===== config.mk =====
export PLATFORM = sky130hd
export DESIGN_NAME = lci_sqrt
export DESIGN_NICKNAME = d
export VERILOG_FILES = /design/src/sv/lci_sqrt.sv
export SDC_FILE = /design/constraint.sdc
export NUM_CORES = 2
export LEC_CHECK = 0
export ABC_AREA = 0
export BUFFER_PORTS_ARGS = -buffer_cell sky130_fd_sc_hd__buf_2
export CAP_MARGIN = 20
export CELL_PAD_IN_SITES_DETAIL_PLACEMENT = 1
export CELL_PAD_IN_SITES_GLOBAL_PLACEMENT = 2
export CORE_ASPECT_RATIO = 0.5
export CORE_MARGIN = 2
export CORE_UTILIZATION = 49
export DETAILED_ROUTE_END_ITERATION = 7
export PLACE_DENSITY_LB_ADDON = 0.1
export REMOVE_ABC_BUFFERS = 1
export SLEW_MARGIN = 20
export SYNTH_ARGS = -nofsm -noshare
export SYNTH_HDL_FRONTEND = slang
export SYNTH_SLANG_ARGS = --single-unit

===== constraint.sdc =====
create_clock -name clk_i -period 6.3 [get_ports clk_i]
set_input_delay 0.63 -clock clk_i [delete_from_list [all_inputs] [get_ports clk_i]]
set_output_delay 0.63 -clock clk_i [all_outputs]
set_load 0.02 [all_outputs]

===== src/sv/lci_sqrt.sv =====
// Pipelined integer square root, one root bit per stage.
`default_nettype none

module lci_sqrt #(
  parameter int DW = 61,
  parameter int PW = 8
) (
  input  wire                    clk_i,
  input  wire                    rst_ni,
  input  wire                    en_i,
  input  wire                    valid_i,
  input  wire  [DW-1:0]          val_i,
  input  wire  [PW-1:0]          pass_i,
  output logic                   valid_o,
  output logic [(DW+1)/2-1:0]    root_o,
  output logic [PW-1:0]          pass_o
);

  localparam int SW = (DW + 1) / 2;
  localparam int TW = 2 * SW + 1;

  logic          vld_q  [SW];
  logic [TW-1:0] rem_q  [SW];
  logic [SW-1:0] root_q [SW];
  logic [PW-1:0] pass_q [SW];

  for (genvar j = 0; j < SW; j++) begin : g_stage
    localparam int B = SW - 1 - j;
    logic          v_in;
    logic [TW-1:0] rem_in, trial, rem_d;
    logic [SW-1:0] root_in, root_d;
    logic [PW-1:0] p_in;
    logic          ge;

    if (j == 0) begin : g_first
      assign v_in    = valid_i;
      assign rem_in  = TW'(val_i);
      assign root_in = '0;
      assign p_in    = pass_i;
    end else begin : g_next
      assign v_in    = vld_q[j-1];
      assign rem_in  = rem_q[j-1];
      assign root_in = root_q[j-1];
      assign p_in    = pass_q[j-1];
    end

    // The remainder holds value minus root squared; try setting bit B.
    assign trial  = (TW'(root_in) << (B + 1)) | (TW'(1) << (2 * B));
    assign ge     = rem_in >= trial;
    assign rem_d  = ge ? rem_in - trial : rem_in;
    assign root_d = ge ? (root_in | (SW'(1) << B)) : root_in;

    always_ff @(posedge clk_i or negedge rst_ni) begin
      if (!rst_ni) begin
        vld_q[j] <= 1'b0;
      end else if (en_i) begin
        vld_q[j] <= v_in;
      end
    end

    always_ff @(posedge clk_i) begin
      if (en_i) begin
        rem_q[j]  <= rem_d;
        root_q[j] <= root_d;
        pass_q[j] <= p_in;
      end
    end
  end

  assign valid_o = vld_q[SW-1];
  assign root_o  = root_q[SW-1];
  assign pass_o  = pass_q[SW-1];

endmodule

`default_nettype wire


# Word level (Yosys, flattened, before mapping)
# Memory sizes are Yosys's and may differ from the RTL's.
# Index checks and enable logic that the tools add are counted.
dict set report word_totals {
  register_bits 31
  ram_bits 3162
  inputBits 73
  out_inout_bits 40
  word_cells 160
  memories 3
}
dict set report op_classes {
  add_sub_neg 31
  magnitude_cmp 31
  mux 64
}
# name depth word_bits rd rd_clocked_by_memory_dff wr line
set mem_list {}
lappend mem_list {rem_q 31 63 30 0 31 23} ;# logic [TW-1:0] rem_q [SW];
lappend mem_list {root_q 31 31 31 0 31 24} ;# logic [SW-1:0] root_q [SW];
lappend mem_list {pass_q 31 8 31 0 31 25} ;# logic [PW-1:0] pass_q [SW];
# op n
set op_table {}
lappend op_table {{2-to-1 mux 63 bit} 31}
lappend op_table {{greater-or-equal comparator 63 x 32 -> 1 bit} 1}
lappend op_table {{greater-or-equal comparator 63 x 33 -> 1 bit} 1}
lappend op_table {{greater-or-equal comparator 63 x 34 -> 1 bit} 1}
lappend op_table {{greater-or-equal comparator 63 x 35 -> 1 bit} 1}
lappend op_table {{greater-or-equal comparator 63 x 36 -> 1 bit} 1}
lappend op_table {{greater-or-equal comparator 63 x 37 -> 1 bit} 1}
lappend op_table {{greater-or-equal comparator 63 x 38 -> 1 bit} 1}
lappend op_table {{greater-or-equal comparator 63 x 39 -> 1 bit} 1}
lappend op_table {{greater-or-equal comparator 63 x 40 -> 1 bit} 1}
lappend op_table {{greater-or-equal comparator 63 x 41 -> 1 bit} 1}
lappend op_table {{greater-or-equal comparator 63 x 42 -> 1 bit} 1}
lappend op_table {{greater-or-equal comparator 63 x 43 -> 1 bit} 1}
lappend op_table {{greater-or-equal comparator 63 x 44 -> 1 bit} 1}
lappend op_table {{greater-or-equal comparator 63 x 45 -> 1 bit} 1}
lappend op_table {{greater-or-equal comparator 63 x 46 -> 1 bit} 1}
lappend op_table {{greater-or-equal comparator 63 x 47 -> 1 bit} 1}
lappend op_table {{greater-or-equal comparator 63 x 48 -> 1 bit} 1}
lappend op_table {{greater-or-equal comparator 63 x 49 -> 1 bit} 1}
lappend op_table {{greater-or-equal comparator 63 x 50 -> 1 bit} 1}
lappend op_table {{greater-or-equal comparator 63 x 51 -> 1 bit} 1}
lappend op_table {{greater-or-equal comparator 63 x 52 -> 1 bit} 1}
lappend op_table {{greater-or-equal comparator 63 x 53 -> 1 bit} 1}
lappend op_table {{greater-or-equal comparator 63 x 54 -> 1 bit} 1}
lappend op_table {{70 further kinds} 72}

# Logic depth before layout (Yosys ltp)
# An unclocked memory read counts as a cell.
dict set report depth {
  word_depth 3
  mapped_depth 16
  ltp_nobuf 12
}

# Worst setup path before layout
# OpenSTA, ideal clock, no wires.
dict set report synth_path {
  path_kind {register to register}
  start {memory rem_q[1][409] in the netlist's numbering}
  end {memory rem_q[1][491] in the netlist's numbering (data pin)}
  setup_ps 258
  t_arrival_ps 3337
  t_required_ps 6042
  slack_ps 2705
  path_stages_with_launch 12
  path_buffers 1
  synth_period_minus_slack_ps 3595
  cell_sequence {edfxtp_1 > ha_1 > clkbuf_1 > nand4_1 > or3_1 > or3_1 > or4_1 > nand4_1 > o21bai_1 > nor4b_4 > or4b_1 > xnor2_1}
}
# item line
set synth_rtl {}
lappend synth_rtl {{start, declared} 23}

==> impl_metrics.csv <==
group,metric,value,unit
final_layout,drive_gt1_share,7.51,%
worst_hold_path,hold_path.startpoint,"en_i",
floorplan,initial_core_util,49.2,%
floorplan,die-width,713,um
route,wl,286000,um
worst_setup_path,start_kind,"register",
yosys,yosysMostFrequentCell,"edfxtp_1",
yosys,synth_compound_area_share,8.63,%
worst_setup_path,path_class,"register to register",
grt,grt_overflow,0,
yosys,yosys.area.top_type,"edfxtp_1",
yosys,synth_cell_type_count,91,
worst_setup_path,worst-path-max-fanout,10,
clock_network,clkTransAtPathRegs,70,ps
grt,antenna_found_initial,0,
final_layout,layout.cells.non_filler,13355,
grt,grt_usage,22.1,%
yosys,synth-seq-cells,2664,
timing,tns,0,ps
clock_network,cts_tree,"built",
route,drtPass1Iterations,5,
yosys,synth_edf_count,2633,
route,first_iter_violations,3532,
final_layout,synthToLayoutAreaGrowth,11.2,%
yosys,ys_top_cells_by_count,"edfxtp_1, inv_1, nor2_1",
yosys,synthArstFlopShare,1.16,%
final_layout,nFillCells,24804,
clock_network,ctsLongestPathBuffers,4,
grt,grt_max_degree,176,
place,place.port_buffers,112,
power,powerDensity,354,nW/um2
timing,fin_crit_sh,73.4,%
worst_hold_path,holdPathStages,1,
yosys,netlist_instances,9462,
yosys,synth_top_family_by_area,"simple AND/OR/NAND/NOR gates",
floorplan,io_pins,113,
place,gp_congestion,0.864,
route,detail-route-antenna-nets,0,
final_layout,nNetsFinal,10392,
clock_network,cts-resized-gates,0,
clock_network,root_buffer,"clkbuf_16",
yosys,synth_simple_gate_area_share,11.6,%
place,dp_hpwl,213000,um
yosys,synthAdderAreaFrac,5.31,%
worst_setup_path,reg2reg_depth,10,
final_layout,seqCellArea,79800,um2
worst_setup_path,worst_ep_required_time,6900,ps
floorplan,die_area,256000,um2
timing,finalHoldViolCount,0,
worst_hold_path,holdPathEnd,"pass_q[0][8]$_DFFE_PP_",
worst_setup_path,rrSetupSlack,1680,ps
worst_hold_path,hp-class,"input pin to register",
worst_setup_path,end_kind,"register",
yosys,synthFlopType,"edfxtp_1",
timing,tightest_slew,1270,ps
floorplan,core,250000,um2
worst_setup_path,cp.arrival,5220,ps
worst_setup_path,r2r_start,"rem_q[1][644]$_DFFE_PP_",
yosys,synth_warnings,0,
timing,finalCriticalPeriod,4620,ps
power,power,48.4,mW
outcome,status,"completed",
floorplan,die-height,359,um
yosys,avgSynthCellArea,13.0,um2
clock_network,cts_buffers,242,
floorplan,row_count,130,
grt,grt_pass1_vias,79800,
yosys,synth_top_area_share,64.2,%
yosys,ys_top_cells_by_area,"edfxtp_1, ha_1, xor2_1",
run,drv_cap,0,
timing,finalSetupViolCount,0,
grt,grt_pass1_wl,443000,um
route,wl_per_cell,21.4,um
yosys,synthXorXnorAreaFrac,6.06,%
timing,max_freq,216,MHz
route,via_per_inst,5.52,
power,vdd_drop_max,0.242,mV
final_layout,multi_input_area,40300,um2
worst_setup_path,rr_endpoint,"rem_q[1][749]$_DFFE_PP_",
timing,slew_headroom,14.8,%
place,placed_cells_incl_taps,12847,
yosys,synth.area.mux_share,0.935,%
yosys,seq_area_frac_synth,64.8,%
clock_network,h-tree-depth,4,
timing,grt_setup_unrepaired,"no",
route,drcViolationCount,0,
power,power.leakage,50.8,nW
route,num_vias,73767,
clock_network,insertion_delay,950,ps
final_layout,utilization,54.7,%
yosys,synth_area,123000,um2
timing,skew,102,ps
clock_network,cts_num_sinks,2664,
timing,maxSlewViolCount,0,
timing,holdWs,240,ps
worst max-delay path, cell delays in order (launching register included):
cell and delay [ps]:
edfxtp_1 420, ha_1 400, nand2_1 90, nor2_1 550, a211oi_1 270, or3b_2 610
o31ai_1 700, a21o_1 410, nand4bb_1 410, nor4_1 410, xnor2_1 110
cells by family (layout without fill, tap and decap cells):
group                      Yosys count  count (layout)
adders and majority gates          523             523
xor gates and xnor gates           852             852
muxes                              103             103
other                                1               3
AOI/OAI and AO/OA                 1727            1727
DFF                               2664            2664
buffers and inverters              852            1377
and+or+nand+nor                   2740            2740
layer usage:
layer,wire length (um),global-route usage (%),vias up
met5,0,0,-
met4,17800,12.3,0
met3,6840,2.55,627
met2,156000,44.2,1063
met1,105000,22.3,35901
li1,-,-,36176
power by group:
part | switching, mW | total [mW] | internal [mW]
logic | 5.69 | 9.62 | 3.92
clock network | 6.63 | 15.0 | 8.36
registers | 1.56 | 23.8 | 22.3
state kept, by name (all words and copies together), names as in the netlist:
register and count:
g_stage.v_in 30, pass_q 248, rem_q 1889, root_q 496, valid_o 1
timing repair:
| action | 4_1_cts | 5_1_grt |
|---|---|---|
| hold endpoints to repair | 101 | 0 |
| setup buffers | 0 | 0 |
| hold buffers | 71 | 0 |
layout by cell type, fill, tap and decap left out, types with 33 or more instances in the layout:
| cell | n |
|---|---|
| a211oi_1 | 42 |
| a21o_1 | 203 |
| a21oi_1 | 567 |
| a31oi_1 | 49 |
| and2_1 | 33 |
| and3_1 | 58 |
| buf_2 | 111 |
| buf_4 | 75 |
| clkbuf_1 | 45 |
| clkbuf_16 | 242 |
| clkinv_1 | 41 |
| clkinv_2 | 48 |
| dlygate4sd3_1 | 71 |
| edfxtp_1 | 2633 |
| ha_1 | 523 |
| inv_1 | 666 |
| mux2_2 | 92 |
| nand2_1 | 565 |
| nand2b_1 | 94 |
| nand3_1 | 153 |
| nand3b_1 | 35 |
| nand4_1 | 137 |
| nor2_1 | 607 |
| nor2b_1 | 73 |
| nor3_1 | 243 |
| nor4_1 | 326 |
| nor4b_1 | 38 |
| o21a_1 | 91 |
| o21ai_0 | 441 |
| o21bai_1 | 42 |
| o31ai_1 | 42 |
| or3_1 | 120 |
| or4_1 | 84 |
| xnor2_1 | 420 |
| xor2_1 | 432 |
layout make-up:
cell class,instances,area share (%)
sequential,2664,58.3
multi-input combinational,5947,29.4
clock buffer,290,4.58
tap,3366,3.08
inverter,668,1.83
timing repair buffer,273,1.57
clock inverter,146,1.19
antenna,1,0.00183
through the flow:
step	area, um2	setup slack (ps)
final	137000	1680
after global routing	137000	1520
after CTS	137000	1620
after detailed placement	128000	1610
after global placement	128000	1380
after floorplan	122000	-569
how the worst max path moves through the flow:
| stage | startpoint | end | cells after the start |
|---|---|---|---|
| final | rem_q[1][644]$_DFFE_PP_ | rem_q[1][749]$_DFFE_PP_ | 10 |
| after global routing | rem_q[1][644]$_DFFE_PP_ | rem_q[1][749]$_DFFE_PP_ | 10 |
| after CTS | rem_q[1][644]$_DFFE_PP_ | rem_q[1][755]$_DFFE_PP_ | 10 |
| after detailed placement | rem_q[1][644]$_DFFE_PP_ | rem_q[1][755]$_DFFE_PP_ | 10 |
| after global placement | rem_q[1][225]$_DFFE_PP_ | rem_q[1][300]$_DFFE_PP_ | 11 |
| after floorplan | rem_q[1][275]$_DFFE_PP_ | rem_q[1][370]$_DFFE_PP_ | 9 |
(Power assumes the default switching activity.)
