**config.mk**
```make
export PLATFORM = sky130hd
export DESIGN_NAME = lci_div
export DESIGN_NICKNAME = d
export VERILOG_FILES = /design/src/sv/lci_div.sv
export SDC_FILE = /design/constraint.sdc
export NUM_CORES = 2
export LEC_CHECK = 0
export BUFFER_PORTS_ARGS = -buffer_cell sky130_fd_sc_hd__clkbuf_2
export CAP_MARGIN = 30
export CELL_PAD_IN_SITES_DETAIL_PLACEMENT = 0
export CELL_PAD_IN_SITES_GLOBAL_PLACEMENT = 2
export CORE_AREA = 2 2 581 583
export DETAILED_ROUTE_END_ITERATION = 12
export DIE_AREA = 0 0 583 585
export PLACE_DENSITY = 0.86
export RECOVER_POWER = 50
export SKIP_CTS_REPAIR_TIMING = 1
export SYNTH_ARGS = -nofsm -noshare
export SYNTH_HDL_FRONTEND = slang
export SYNTH_SLANG_ARGS = --single-unit
```
**constraint.sdc**
```tcl
create_clock -name clk_i -period 3.6 [get_ports clk_i]
set_input_delay 0.18 -clock clk_i [delete_from_list [all_inputs] [get_ports clk_i]]
set_output_delay 0.18 -clock clk_i [all_outputs]
set_load 0.02 [all_outputs]
```
**src/sv/lci_div.sv**
```systemverilog
// Pipelined two-lane floor division by a shared positive divisor.
`default_nettype none

module lci_div #(
  parameter int MW  = 48,
  parameter int DVW = 26,
  parameter int QW  = 20,
  parameter int PW  = 1
) (
  input  wire                  clk_i,
  input  wire                  rst_ni,
  input  wire                  en_i,
  input  wire                  valid_i,
  input  wire  [MW-1:0]        ux_i,
  input  wire  [MW-1:0]        uy_i,
  input  wire                  negx_i,
  input  wire                  negy_i,
  input  wire  [DVW-1:0]       d_i,
  input  wire  [PW-1:0]        pass_i,
  output logic                 valid_o,
  output logic signed [QW:0]   offx_o,
  output logic signed [QW:0]   offy_o,
  output logic [PW-1:0]        pass_o
);

  logic [MW-1:0]  u_lane   [2];
  logic           neg_lane [2];

  logic           vld_q  [QW];
  logic [DVW-1:0] d_q    [QW];
  logic [PW-1:0]  pass_q [QW];
  logic [DVW-1:0] rem_q  [QW][2];
  logic [QW-1:0]  u_q    [QW][2];
  logic [QW-1:0]  q_q    [QW][2];
  logic           neg_q  [QW][2];

  assign u_lane[0]   = ux_i;
  assign u_lane[1]   = uy_i;
  assign neg_lane[0] = negx_i;
  assign neg_lane[1] = negy_i;

  for (genvar j = 0; j < QW; j++) begin : g_stage
    localparam int B = QW - 1 - j;
    logic           v_in;
    logic [DVW-1:0] d_in;
    logic [PW-1:0]  p_in;

    if (j == 0) begin : g_first
      assign v_in = valid_i;
      assign d_in = d_i;
      assign p_in = pass_i;
    end else begin : g_next
      assign v_in = vld_q[j-1];
      assign d_in = d_q[j-1];
      assign p_in = pass_q[j-1];
    end

    for (genvar l = 0; l < 2; l++) begin : g_lane
      logic [DVW-1:0] r_in, r_d;
      logic [QW-1:0]  u_in, q_in, q_d;
      logic           n_in;
      logic [DVW:0]   r2;
      logic           ge;

      if (j == 0) begin : g_first
        // The quotient fits QW bits, so the bits above them are below the divisor.
        assign r_in = DVW'(u_lane[l] >> QW);
        assign u_in = u_lane[l][QW-1:0];
        assign q_in = '0;
        assign n_in = neg_lane[l];
      end else begin : g_next
        assign r_in = rem_q[j-1][l];
        assign u_in = u_q[j-1][l];
        assign q_in = q_q[j-1][l];
        assign n_in = neg_q[j-1][l];
      end

      assign r2  = {r_in, u_in[B]};
      assign ge  = r2 >= {1'b0, d_in};
      assign r_d = ge ? DVW'(r2 - {1'b0, d_in}) : r2[DVW-1:0];
      assign q_d = ge ? (q_in | (QW'(1) << B)) : q_in;

      always_ff @(posedge clk_i) begin
        if (en_i) begin
          rem_q[j][l] <= r_d;
          u_q[j][l]   <= u_in;
          q_q[j][l]   <= q_d;
          neg_q[j][l] <= n_in;
        end
      end
    end

    always_ff @(posedge clk_i or negedge rst_ni) begin
      if (!rst_ni) begin
        vld_q[j] <= 1'b0;
      end else if (en_i) begin
        vld_q[j] <= v_in;
      end
    end

    always_ff @(posedge clk_i) begin
      if (en_i) begin
        d_q[j]    <= d_in;
        pass_q[j] <= p_in;
      end
    end
  end

  // A negative dividend m was divided as ~m; floor(m/d) is then ~quotient.
  assign offx_o  = neg_q[QW-1][0] ? $signed(~{1'b0, q_q[QW-1][0]})
                                  : $signed({1'b0, q_q[QW-1][0]});
  assign offy_o  = neg_q[QW-1][1] ? $signed(~{1'b0, q_q[QW-1][1]})
                                  : $signed({1'b0, q_q[QW-1][1]});
  assign valid_o = vld_q[QW-1];
  assign pass_o  = pass_q[QW-1];

endmodule

`default_nettype wire

```
Yosys cells after proc, flatten, opt, wreduce, memory -nomap -nowiden. Memory sizes are Yosys's and may differ from the RTL's. Index checks and enable logic that the tools add are counted.

Memories kept: 6. Bits of input ports: 129. Bits in latches: 0. Memory bits (read-only): 0. Flip-flop bits (word level): 20. Bits in writable memories: 3220. Logic and storage cells: 192. Output and inout port bits: 44.

Equal/unequal tests: 0. Shifts and indexed selects: 0. Order comparisons: 40. Bitwise gates (word level): 2. Add/subtract/negate cells: 40. Reductions and logical operators: 0. Muxes and demuxes: 84. Div/mod/pow operators: 0. Multipliers: 0.

Memory list: rem_q (depth 20, width 52, read ports 19, clocked after Yosys merged registers in 0, write ports 20, line 32) `logic [DVW-1:0] rem_q [QW][2];`; q_q (depth 20, width 40, read ports 20, clocked after Yosys merged registers in 0, write ports 20, line 34) `logic [QW-1:0] q_q [QW][2];`; u_q (depth 20, width 40, read ports 19, clocked after Yosys merged registers in 0, write ports 20, line 33) `logic [QW-1:0] u_q [QW][2];`; d_q (depth 20, width 26, read ports 19, clocked after Yosys merged registers in 0, write ports 20, line 30) `logic [DVW-1:0] d_q [QW];`; neg_q (depth 20, width 2, read ports 20, clocked after Yosys merged registers in 0, write ports 20, line 35) `logic neg_q [QW][2];`; pass_q (depth 20, width 1, read ports 20, clocked after Yosys merged registers in 0, write ports 20, line 31) `logic [PW-1:0] pass_q [QW];`.

Operators by type and width (number): 27-bit by 26-bit >= comparator with 1-bit output (40); 26-bit 2-to-1 mux (40); 26-bit subtractor (40); 21-bit 2-to-1 mux (2); 20-bit inverter with 21-bit output (2); 20-bit 2-to-1 mux (2); 19-bit 2-to-1 mux (2); 18-bit 2-to-1 mux (2); 17-bit 2-to-1 mux (2); 16-bit 2-to-1 mux (2); 15-bit 2-to-1 mux (2); 14-bit 2-to-1 mux (2); 13-bit 2-to-1 mux (2); 12-bit 2-to-1 mux (2); 11-bit 2-to-1 mux (2); 10-bit 2-to-1 mux (2); 9-bit 2-to-1 mux (2); 8-bit 2-to-1 mux (2); 7-bit 2-to-1 mux (2); 6-bit 2-to-1 mux (2); 5-bit 2-to-1 mux (2); 4-bit 2-to-1 mux (2); 3-bit 2-to-1 mux (2); 1-bit 2-to-1 mux (4); 2-bit 2-to-1 mux (2).

Logic depth before layout (Yosys ltp). An unclocked memory read counts as a cell.

Word-level depth: 3. Mapped depth: 15. Mapped depth without buffers: 14.

Worst setup path before layout. No wires, ideal clock.

Path type: register to register. Start point: mem d_q[10][1]. End point: mem rem_q[11][33] (netlist name) (data pin). Arrival: 3.225 ns. Setup time: 0.260 ns. Cell stages (with the launch flop): 15. Path buffers: 2. Data required time: 3.340 ns. Period minus slack after synthesis: 3.485 ns. Slack: 0.115 ns. Cell sequence: edfxtp_1 inv_1 ha_1 nor2b_1 o21ai_1 a21oi_1 o41ai_2 o21ai_1 a221o_1 a31o_2 a22oi_1 o41a_1 buf_4 buf_6 mux2_2.

RTL lines (line): start: declaration (30); end: declaration (32).

==> flow_summary.toml <==
[status]
status = "complete, but fails checks"
violations = "capacitance limit, slew limit, setup timing"

[cells_and_area]
final_cells = 17300
drive_above_1_share = 0.193
register_area_um2 = 70800
fillCellCount = 30200
syn2layout_area_growth_pct = 20.0
final_util = 0.478
nets = 13900
multiInputGateArea_um2 = 60200

[setup_path]
start_kind = "flop"
required_ns = 4.25
crit_path_max_fanout = 8
cp.arrival_ns = 4.34
worstSetupEndpointType = "flop"
path_class = "flop to flop"

[yosys]
synth_compound_area_frac = 0.143
synth.mux.area_fraction = 0.0514
async_reset_ff_frac = 0.00847
synth-edff-count = 2342
synth_cells = 11300
synth_top_family_by_area = "compound AO/OA/AOI/OAI gates"
syn_nets = 12500
seq_area_frac_synth = 0.530
yosys.area.top_type_share = 0.526
synthFlopType = "edfxtp_1"
ys.warnings.count = 0
synth.distinct_cells = 100
synthAdderAreaFrac = 0.103
syn_avg_cell_area_um2 = 11.8
synth_area_leaders = "edfxtp_1, ha_1, mux2_2"
synth_xor_area_frac = 0.0568
synth_top_area_cell = "edfxtp_1"
yosys.area_share.simple = 0.0842
syn_area_um2 = 134000
synth-seq-cells = 2362

[detailed_routing]
wl_per_cell_um = 23.0
vias = 93700
drtAntennaViolNets = 0
via_per_inst = 5.40
drtIter0Drc = 6794
drc = 0
first_pass_iters = 6
wirelength_um = 399000

[floorplan]
io-pin-count = 173
start_util = 0.398
die_w_um = 583
fp.coreArea_um2 = 335000
fp.dieArea_um2 = 341000
fp-row-count = 213
dieHeight_um = 585

[power_and_ir_drop]
ir_drop_mv = 0.412
p_total_w = 0.153
p_leak_nw = 64.9
p_per_area_nw_per_um2 = 954

[sta]
final.setup.worst_slack_ns = -0.0932
period_needed_ns = 3.69
finalHoldViolCount = 0
worstMarginPinSlew_ns = 2.28
rsz0062_at_grt = "true"
maxSlewViolCount = 63
fin_worst_hold_slack_ns = 0.0257
relSlewSlack = -0.521
fmax_ghz = 0.271
setup_viol_count_final = 20
fin_worst_skew_ns = 0.0654
fin_crit_sh = 1.03

[global_routing]
grt_pass1_vias = 92500
grt_pass1_wl_um = 582000
antenna_found_initial = 14
grt_max_degree = 94
grt_use_total = 0.226
grt_overflow = 0

[clock_network]
worstSkewPairLatency_ns = 0.92
cts_sinks = 2362
cts_root_buffer = "clkbuf_16"
clockBufferDepth = 4
clk_pin_slew_ns = 0.06
cts_tree = "built"
htree_levels = 5
numCtsBuffers = 277

[placement]
place_inst = 16600
portBuffers = 168
post-dp-hpwl_um = 313000
gp_congestion = 0.933
pre_cts_ws_ns = -0.347

[flow_run]
maxCapViolCount = 1

[min_path]
hold_path.class = "input port to flop"
## synthesized netlist by cell type, types with 43 or more instances
cell and n:
nand4_1 159, nor3_1 131, o31ai_1 51, clkbuf_1 164
o21bai_1 136, a31oi_1 96, nor2b_1 150, nand2_1 626
nor2_1 654, a21o_1 517, nand2b_1 124, a21oi_1 957
nand3_1 179, or3_1 51, mux2_2 560, o21ai_0 567
and3_1 84, xor2_1 359, buf_2 53, nor4_1 46
ha_1 1040, inv_1 840, o211ai_1 43, xnor2_1 508
o21a_1 114, a211oi_1 87, edfxtp_1 2342
## final timing paths
kind | depth (start not counted) | from | slack [ns] | end
max | 16 | d_q[10][1] | -0.09 | rem_q[11][47]
min | 2 | uy_i[4] | 0.03 | u_q[0][4]
max reg2reg | 16 | d_q[10][1] | -0.09 | rem_q[11][47]
min reg2reg | 0 | u_q[1][15] | 0.37 | u_q[2][15]
max in group asynchronous | 3 | rst_ni | 2.57 | g_stage[8].v_in
min in group asynchronous | 3 | rst_ni | 0.48 | g_stage[2].v_in
## cells by family after synthesis
group,count (synthesis)
AO/OA/AOI/OAI,2976
XOR/XNOR,867
adder cells (fa/ha/maj),1078
buffers and inverters,1081
flip-flops,2362
multiplexers,613
AND/OR/NAND/NOR,2349
## sequential cells by signal, summed over array words and instances, names as in the netlist
| name | cells |
|---|---|
| u_q | 380 |
| d_q | 494 |
| neg_q | 40 |
| g_stage.v_in | 19 |
| valid_o | 1 |
| q_q | 420 |
| pass_q | 20 |
| rem_q | 988 |
## worst max-delay path, stage by stage (launching register included)
cell and delay [ns]:
edfxtp_1 0.42, inv_2 0.10, ha_4 0.20, nor2b_4 0.12, o21ai_2 0.17, a21oi_2 0.11
o41ai_4 0.28, buf_4 0.20, o21ai_4 0.06, a221o_1 0.40, a31o_4 0.25, a22oi_2 0.15
o41a_1 0.26, buf_6 0.16, buf_6 0.10, buf_8 0.13, mux2_4 0.30
## routing by layer
| metal | global-route usage | wire length (um) |
|---|---|---|
| met1 | 0.293 | 172000 |
| met2 | 0.387 | 193000 |
| met3 | 0.0280 | 17900 |
| met4 | 0.0825 | 16700 |
| met5 | 0 | 11 |
## cell usage in the layout, fill, tap and decap left out, drive strengths merged, types with 46 or more instances in the layout
cell type    Yosys  layout
xor2           359     359
a21o           517     517
nor2b          150     150
buf             72     963
nand2b         124     124
clkinv           2      97
mux2           582     582
edfxtp        2342    2342
a211oi          90      90
ha            1040    1040
o21bai         136     136
nor3           132     132
and3            84      84
a31oi          100     100
xnor2          508     508
clkbuf         165     569
a21oi          961     962
dlygate4sd3      0     148
nor2           654     654
or3             51      51
nor4            46      46
inv            842     859
nand2          626     626
nand3          179     179
nand4          159     159
o21ai          597     597
o31ai           52      52
o21a           115     115
## report_power, final
group | leakage (nW) | total, W | switching [W] | internal, W
sequential | 23.1 | 0.0478 | 0.00640 | 0.0414
clock | 4.43 | 0.0286 | 0.0117 | 0.0169
combinational | 37.4 | 0.0765 | 0.0408 | 0.0356
total | 64.9 | 0.153 | 0.0589 | 0.0940
## through the flow
stage	TNS (ns)	area [um^2]
6_report	-1.25	160000
5_1_grt	-4.98	160000
4_1_cts	-19.49	156000
3_5_place_dp	-16.19	147000
3_3_place_gp	-9.54	147000
2_1_floorplan	0	134000
## area by class of cell
| type | count | area share |
|---|---|---|
| diodes | 6 | 0.0000937 |
| clock buffers | 323 | 0.0453 |
| clock inverters | 165 | 0.0121 |
| inverters | 844 | 0.0198 |
| multi-input cells | 7885 | 0.376 |
| flip-flops and latches | 2362 | 0.442 |
| well taps | 4407 | 0.0344 |
| repair buffers | 1357 | 0.0706 |
Power figures use the tool's default switching activity.
